$ cat config.mk
export PLATFORM = sky130hd
export DESIGN_NAME = permutation_unrank
export DESIGN_NICKNAME = d
export VERILOG_FILES = /design/src/rtl/pu_pkg.sv /design/src/rtl/permutation_unrank.sv /design/src/rtl/pu_select.sv
export SDC_FILE = /design/constraint.sdc
export NUM_CORES = 1
export LEC_CHECK = 0
export ABC_AREA = 1
export BUFFER_PORTS_ARGS = -buffer_cell sky130_fd_sc_hd__buf_2
export CAP_MARGIN = 15
export CORE_MARGIN = 10
export CORE_UTILIZATION = 30
export CTS_BUF_LIST = sky130_fd_sc_hd__clkbuf_8
export DETAILED_ROUTE_END_ITERATION = 6
export GPL_TIMING_DRIVEN = 0
export PLACE_DENSITY = 0.55
export SYNTH_ARGS = -nofsm -noshare
export SYNTH_HDL_FRONTEND = slang
export SYNTH_HIERARCHICAL = 1
export SYNTH_SLANG_ARGS = --single-unit
$ cat constraint.sdc
create_clock -name clk -period 14.8 [get_ports clk]
set_input_delay 1.48 -clock clk [delete_from_list [all_inputs] [get_ports clk]]
set_output_delay 1.48 -clock clk [all_outputs]
set_load 0.05 [all_outputs]
$ cat src/rtl/pu_pkg.sv
// Shared constants and factorial table for the permutation unranking block.
`default_nettype none

package pu_pkg;

  localparam int ORDER_W   = 4;
  localparam int INDEX_W   = 30;
  localparam int REM_W     = 29;
  localparam int SYM_W     = 4;
  localparam int MAX_ORDER_DEF = 12;
  localparam logic [ORDER_W-1:0] ORDER_RESET = 4'd10;

  // n! for n = 0..12, zero for codes beyond the table
  function automatic logic [REM_W-1:0] fact(input logic [ORDER_W-1:0] n);
    logic [REM_W-1:0] f;
    case (n)
      4'd0:    f = 29'd1;
      4'd1:    f = 29'd1;
      4'd2:    f = 29'd2;
      4'd3:    f = 29'd6;
      4'd4:    f = 29'd24;
      4'd5:    f = 29'd120;
      4'd6:    f = 29'd720;
      4'd7:    f = 29'd5040;
      4'd8:    f = 29'd40320;
      4'd9:    f = 29'd362880;
      4'd10:   f = 29'd3628800;
      4'd11:   f = 29'd39916800;
      4'd12:   f = 29'd479001600;
      default: f = '0;
    endcase
    return f;
  endfunction

endpackage

`default_nettype wire

$ cat src/rtl/permutation_unrank.sv
// Top level: lexicographic permutation unranking, one result per position.
//
//   channel | ports                                        | dir
//   --------+----------------------------------------------+-----
//   input   | in_valid, in_ready, in_perm_index            | in
//   result  | out_valid, out_ready, out_position,          | out
//           | out_symbol, out_blank, out_last              |
//   config  | cfg_we, cfg_wdata (order)                    | in
//
// One shared compare/subtract unit extracts each factorial digit by repeated
// subtraction, then presents the position on the result channel; blank rows
// skip the subtraction.
// The input is taken only when idle; a stalled result holds the sequencer.
// Synchronous active-low reset returns order to 10 and the block to idle.
`default_nettype none

module permutation_unrank #(
  parameter int MAX_ORDER = pu_pkg::MAX_ORDER_DEF
) (
  input  wire logic                        clk,
  input  wire logic                        rst_n,
  input  wire logic                        in_valid,
  output logic                             in_ready,
  input  wire logic signed [pu_pkg::INDEX_W-1:0] in_perm_index,
  output logic                             out_valid,
  input  wire logic                        out_ready,
  output logic [pu_pkg::ORDER_W-1:0]       out_position,
  output logic [pu_pkg::SYM_W-1:0]         out_symbol,
  output logic                             out_blank,
  output logic                             out_last,
  input  wire logic                        cfg_we,
  input  wire logic [pu_pkg::ORDER_W-1:0]  cfg_wdata
);
  import pu_pkg::*;

  typedef enum logic [1:0] {S_IDLE, S_DIV, S_OUT} state_t;

  state_t               state_r;
  logic [ORDER_W-1:0]   order_r;
  logic [ORDER_W-1:0]   n_r;
  logic [ORDER_W-1:0]   pos_r;
  logic [SYM_W-1:0]     k_r;
  logic [REM_W-1:0]     rem_r;
  logic                 blank_r;
  logic [MAX_ORDER-1:0] used_r;

  logic [ORDER_W-1:0]   n_eff;
  logic [REM_W-1:0]     divisor;
  logic [SYM_W-1:0]     sel_sym;
  logic [MAX_ORDER-1:0] sel_pick;
  logic                 in_xfer;
  logic                 is_last;

  always_comb begin
    n_eff = order_r;
    if (order_r == '0) begin
      n_eff = ORDER_W'(1);
    end else if (order_r > ORDER_W'(MAX_ORDER)) begin
      n_eff = ORDER_W'(MAX_ORDER);
    end
  end

  assign divisor  = fact(n_r - pos_r - ORDER_W'(1));
  assign in_ready = (state_r == S_IDLE);
  assign in_xfer  = in_valid && in_ready;
  assign is_last  = (pos_r == n_r - ORDER_W'(1));

  pu_select #(.MAX_ORDER(MAX_ORDER)) u_select (
    .used (used_r),
    .k    (k_r),
    .sym  (sel_sym),
    .pick (sel_pick)
  );

  always_ff @(posedge clk) begin
    if (!rst_n) begin
      order_r <= ORDER_RESET;
    end else if (cfg_we) begin
      order_r <= cfg_wdata;
    end
  end

  always_ff @(posedge clk) begin
    if (!rst_n) begin
      state_r   <= S_IDLE;
      out_valid <= 1'b0;
      used_r    <= '0;
    end else begin
      case (state_r)
        S_IDLE: begin
          if (in_xfer) begin
            n_r     <= n_eff;
            pos_r   <= '0;
            k_r     <= '0;
            rem_r   <= in_perm_index[REM_W-1:0];
            blank_r <= in_perm_index[INDEX_W-1] ||
                       (in_perm_index[REM_W-1:0] >= fact(n_eff));
            used_r  <= '0;
            state_r <= S_DIV;
          end
        end
        S_DIV: begin
          if (!blank_r && (rem_r >= divisor)) begin
            rem_r <= rem_r - divisor;
            k_r   <= k_r + SYM_W'(1);
          end else begin
            out_position <= pos_r;
            out_symbol   <= blank_r ? '0 : sel_sym;
            out_blank    <= blank_r;
            out_last     <= is_last;
            out_valid    <= 1'b1;
            if (!blank_r) begin
              used_r <= used_r | sel_pick;
            end
            state_r <= S_OUT;
          end
        end
        S_OUT: begin
          if (out_ready) begin
            out_valid <= 1'b0;
            if (out_last) begin
              state_r <= S_IDLE;
            end else begin
              pos_r   <= pos_r + ORDER_W'(1);
              k_r     <= '0;
              state_r <= S_DIV;
            end
          end
        end
        default: begin
          state_r   <= S_IDLE;
          out_valid <= 1'b0;
        end
      endcase
    end
  end

endmodule

`default_nettype wire

$ cat src/rtl/pu_select.sv
// Picks the k-th free symbol (ascending) from a used-symbol mask.
`default_nettype none

module pu_select #(
  parameter int MAX_ORDER = pu_pkg::MAX_ORDER_DEF
) (
  input  wire logic [MAX_ORDER-1:0]    used,
  input  wire logic [pu_pkg::SYM_W-1:0] k,
  output logic      [pu_pkg::SYM_W-1:0] sym,
  output logic      [MAX_ORDER-1:0]    pick
);
  import pu_pkg::*;

  logic [MAX_ORDER-1:0] free;

  assign free = ~used;

  // each candidate checks independently how many free symbols sit below it
  always_comb begin
    logic [MAX_ORDER-1:0] below;
    sym  = '0;
    pick = '0;
    for (int s = 0; s < MAX_ORDER; s++) begin
      below = (MAX_ORDER'(1) << s) - MAX_ORDER'(1);
      if (free[s] && ($countones(free & below) == int'(k))) begin
        sym     = SYM_W'(s);
        pick[s] = 1'b1;
      end
    end
  end

endmodule

`default_nettype wire

# Word level (Yosys, flattened, before mapping)
# Memories as Yosys holds them, arrays and structs flattened.
# Index checks and enable logic that the tools add are counted.
dict set report totals {
  n_memories 2
  reg_bits 71
  word_cells 148
  inputBits 39
  output_inout_bits 12
  rom_bits 896
}
dict set report classes {
  mux 51
  bitwise_logic 4
  magnitude_cmp 3
  n_eq_ne 20
  n_reduce_logical 31
  n_addsub 23
}
# name depth word_bits rd rd_ports_with_merged_regs write_ports line_no
set memory_table {}
lappend memory_table {{(name not given)} 16 28 1 0 0 pu_pkg.sv:16} ;# case (n)
lappend memory_table {{(name not given)} 16 28 1 0 0 pu_pkg.sv:16}
# op n
set op_table {}
lappend op_table {{$eq A32 B5 Y1} 10}
lappend op_table {{$add A32 B32 Y32} 6}
lappend op_table {{$mux W29} 5}
lappend op_table {{$add A32 B1 Y32} 4}
lappend op_table {{$mux W4} 18}
lappend op_table {{$ge A29 B29 Y1} 2}
lappend op_table {{$pmux W29 S2} 1}
lappend op_table {{$mux W12} 3}
lappend op_table {{$add A32 B3 Y32} 1}
lappend op_table {{$logic_not A32 Y1} 1}
lappend op_table {{$sub A29 B29 Y29} 1}
lappend op_table {{$pmux W12 S2} 1}
lappend op_table {{$mux W1} 16}
lappend op_table {{$logic_and A1 B1 Y1} 14}
lappend op_table {{$not A12 Y12} 1}
lappend op_table {{$or A12 B12 Y12} 1}
lappend op_table {{$pmux W4 S3} 1}
lappend op_table {{$reduce_and A3 Y1} 4}
lappend op_table {{$add A1 B1 Y2} 5}
lappend op_table {{$ne A2 B2 Y1 const B} 5}
lappend op_table {{$add A4 B1 Y4 const B} 2}
lappend op_table {{$pmux W4 S2} 1}
lappend op_table {{$reduce_and A4 Y1} 2}
lappend op_table {{$sub A4 B1 Y4 const B} 2}
lappend op_table {{other kinds (21)} 25}

# Depth between registers and ports, before layout
dict set report depth {
  word_depth 14
  ltp_mapped 25
}

# Cells and area by module
# Netlist, hierarchy kept.
# module area_per_inst_um2 instances cells_each
set by_module_without_submodules {}
lappend by_module_without_submodules {permutation_unrank 6039.5 1 813}
lappend by_module_without_submodules {pu_select 1290.0 1 211}

# Worst setup path before layout
# Ideal clock, no wire load.
dict set report synth_timing {
  path_type {register to register}
  startpoint {register pos_r[0]}
  endpoint {register rem_r[0], enable pin}
  setup_slack_ns 9.790
  arrival_ns 4.585
  stages_incl_launch_ff 21
  required_ns 14.375
  setup_ns 0.425
  path_cell_list {edfxtp_1 > inv_1 > ha_1 > inv_1 > fa_1 > or2_2 > nand2_1 > inv_1 > nor3_1 > inv_1 > ha_1 > nand2_2 > nor2_2 > inv_2 > nor2_2 > nand3_1 > nand2_1 > nor2_2 > nand2_4 > nand3_4 > a21oi_1}
}
dict set report synth_via {
  elab_chain_len 7
}
# element line_no
set synth_rtl {}
lappend synth_rtl {{start: declaration} permutation_unrank.sv:41} ;# logic [ORDER_W-1:0] pos_r;
lappend synth_rtl {{start signal: assignment} permutation_unrank.sv:124} ;# pos_r <= pos_r + ORDER_W'(1);
lappend synth_rtl {{$sub A4 B4 Y4} permutation_unrank.sv:63} ;# assign divisor = fact(n_r - pos_r - ORDER_W'(1));
lappend synth_rtl {{$sub A4 B1 Y4} permutation_unrank.sv:63}
lappend synth_rtl {{$mem_v2 Z16 W28} -}
lappend synth_rtl {{$ge A29 B29 Y1} permutation_unrank.sv:103} ;# if (!blank_r && (rem_r >= divisor)) begin
lappend synth_rtl {{$logic_and A1 B1 Y1} permutation_unrank.sv:103}
lappend synth_rtl {{$ne A2 B2 Y1 (no source line)} -}
lappend synth_rtl {{$reduce_and A4 Y1 (no source line)} -}
lappend synth_rtl {{end signal: assignment} permutation_unrank.sv:95} ;# rem_r <= in_perm_index[REM_W-1:0];
lappend synth_rtl {{end signal: assignment} permutation_unrank.sv:104} ;# rem_r <= rem_r - divisor;
lappend synth_rtl {{end: declaration} permutation_unrank.sv:43} ;# logic [REM_W-1:0] rem_r;
# Every way passes these cells.
# A chain may end at the register's enable or synchronous reset.

# Worst setup path in the final report
dict set report layout_timing {
  startpoint {register pos_r[0]}
  endpoint {register rem_r[13], enable pin}
}
# The elaborated chain is that of the path after synthesis.

==> metrics.txt <==
Area after DPL=8024 um^2; WL per Instance=14.91 um; Synth top area share=0.2130; clk_skew=19.11 ps; IO Pins=51; Hold Buf Count CTS=0; gr usage total=0.1348; Yosys cell types=49; Pleak=3.712 nW; most common cell in the synthesized netlist=nand2_1; CP max stage delay=580 ps; sequential share of the synthesized area=0.2649; Syn Area/Cell=7.158 um^2; Post-synth ARST share=0; Worst Setup End Kind=register; initial antenna violation count=0; most frequent cells after synthesis=nand2_1 (237), inv_1 (128), nor2_1 (110), ha_1 (86), nand3_1 (73); DR vias=6,722; # DRC=0; Worst-Skew Late Latency=370 ps; yosys synthesis warning count=6; number of synthesized flops with an enable pin=52; share of cells above drive strength 1=0.1347; dominant cells by area after synthesis=edfxtp_1 (21%), ha_1 (15%), nand2_1 (12%), inv_1 (6.6%), nor2_1 (5.6%); Nets=1,221; fin crit share=0.3355; TritonCTS Sinks=71; total gr overflow=0; port bufs=50; Max rail drop VDD=0.06018 mV; Num CTS Buffers=9; first-pass GRT wire length=33.52 mm; Worst setup SP type=register; Max transition margin=0.4570; postcts setup bufs=0; Max Cap Viol=0; via/cell ratio=4.751; First DRT Iteration DRCs=358; Max Freq=201.4 MHz; Die H=176.3 um; cell count after synthesis=1,024; Post-Syn Area=7330 um^2; # setup viols final=0; P per Cell Area=120.7 nW/um^2; DP HPWL=17.73 mm; Final Instance Area=8220 um^2; RSZ-0062 raised after global routing=no; largest net degree at the start of global routing=18; H-Tree Depth=3; Min Clock Period, post-route=4965 ps; number of synthesized register bits=71; Buffers & Inverters on Critical Path=7; number of global-route vias before repair=6,378; Placer Congestion=0.9049; Initial Utilization=0.3032; dpl ws=9874 ps; Synth Net Count=1,159; clock transition at the registers of the reported paths=80 ps; CP Cell Sequence=inv_1 -> ha_1 -> inv_1 -> fa_1 -> inv_1 -> nor2_1 -> inv_1 -> nor3_1 -> inv_1 -> ha_1 -> nand2_2 -> nor2_2 -> inv_2 -> nor2_2 -> nand3_1 -> nand2_1 -> nor2_2 -> nand2_4 -> nand3_4 -> a21oi_4 -> buf_16; remaining antenna violation count after routing=0; area grow syn2layout=12.15%; fin worst setup slack=9835 ps; CP top delay family=simple AND/OR/NAND/NOR gates; area leader, netlist=edfxtp_1; core area=24,180 um^2; Setup CP Type=reg2reg; CP dominant cell by count=inv_1; Rows=57; Final Max Tran Viols=0; setup TNS=0 ps; type of the tightest min-delay check=reg2reg; TritonCTS clock tree=done; die area=31,080 um^2; Crit path required time=14,880 ps; Crit-path slowest cell=fa_1; final WL=21.09 mm; status=finished, final reports clean; drt first pass iters=5; Fin. Hold Viols=0; WP data arrival=5040 ps; Bufs on Longest Clock Path=2; post-cts sizing count=0; Worst Tran Pin Value=809.6 ps; ys flop type=edfxtp_1; number of diodes=0; Root Driver=clkbuf_8; worst-path maximum fanout=17; Die Wd=176.3 um
kinds of logic (layout without fill, tap and decap cells):
logic type	after synthesis	in the layout	share of synthesized area
AOI/OAI and AO/OA	155	155	0.1219
DFF	71	71	0.2649
buffers and inverters	156	223	0.08382
xor gates and xnor gates	37	37	0.04626
adders and majority gates	96	96	0.1741
and+or+nand+nor	509	509	0.3090
cells in the final DEF, fill, tap and decap left out, types with 10 or more instances in the layout:
cell / instances
nor3_1: 14
nand3_1: 73
nand2_1: 237
fa_1: 10
nand4_1: 12
ha_1: 86
nor2_2: 11
xor2_1: 12
clkbuf_1: 11
or2_2: 12
o21ai_0: 45
buf_2: 51
nand2_2: 18
dfxtp_1: 19
xnor2_1: 23
edfxtp_1: 52
nor2_1: 110
a21oi_1: 64
a21oi_2: 10
inv_1: 128
final timing paths:
path,to,startpoint,cells after the start,slack (ps)
setup / recovery,rem_r[13],pos_r[0],21,9840
hold / removal,out_valid,out_valid,2,480
setup reg to reg,rem_r[13],pos_r[0],21,9840
hold reg to reg,out_valid,out_valid,2,480
registers in the layout, indices dropped and copies added, names as in the netlist:
| name | cells |
|---|---|
| out_position | 4 |
| out_last | 1 |
| n_r | 4 |
| out_valid | 1 |
| k_r | 4 |
| pos_r | 4 |
| out_symbol | 4 |
| used_r | 12 |
| blank_r | 1 |
| rem_r | 29 |
| state_r | 2 |
| order_r | 4 |
| out_blank | 1 |
stage by stage:
step	std cells	hold slack (ps)	power (mW)	util
CTS	1415	478.9	0.9960	0.3400
global route	1415	515.2	1.077	0.3400
global placement	1398	459.9	0.8249	0.3303
floorplan	1024	448.0	0.6880	-
finish	1415	483.8	0.9922	0.3400
detailed placement	1399	464.1	0.8295	0.3319
where the power goes:
| part | internal, mW | switching (mW) |
|---|---|---|
| Combinational | 0.200 | 0.368 |
| Clock | 0.0781 | 0.0844 |
| Sequential | 0.247 | 0.0148 |
| Total | 0.525 | 0.467 |
layout make-up:
cell class / count / area (um^2)
clock inverters: 7 / 72.57
clock buffers: 9 / 123.9
plain buffers: 17 / 92.59
well taps: 324 / 405.4
fillers: 2627 / 15960
inverters: 139 / 521.8
repair buffers: 51 / 277.8
multi-input cells: 797 / 4785
flip-flops and latches: 71 / 1942
per-layer routing:
metal | GRT usage | part of all wire | wire (um) | vias to the layer above
met3 | 0.01623 | 0.030 | 641 | 16
li1 | - | - | - | 3513
met4 | 0.04133 | 0.016 | 340 | 0
met2 | 0.2300 | 0.49 | 10270 | 99
met5 | 0 | 0 | 0 | -
met1 | 0.1737 | 0.47 | 9846 | 3094
worst min-delay path, stage by stage, from the launching register on:
cell,delay (ps)
dfxtp_1,320
nand3_1,70
nand2_1,50
Power figures use the tool's default switching activity.
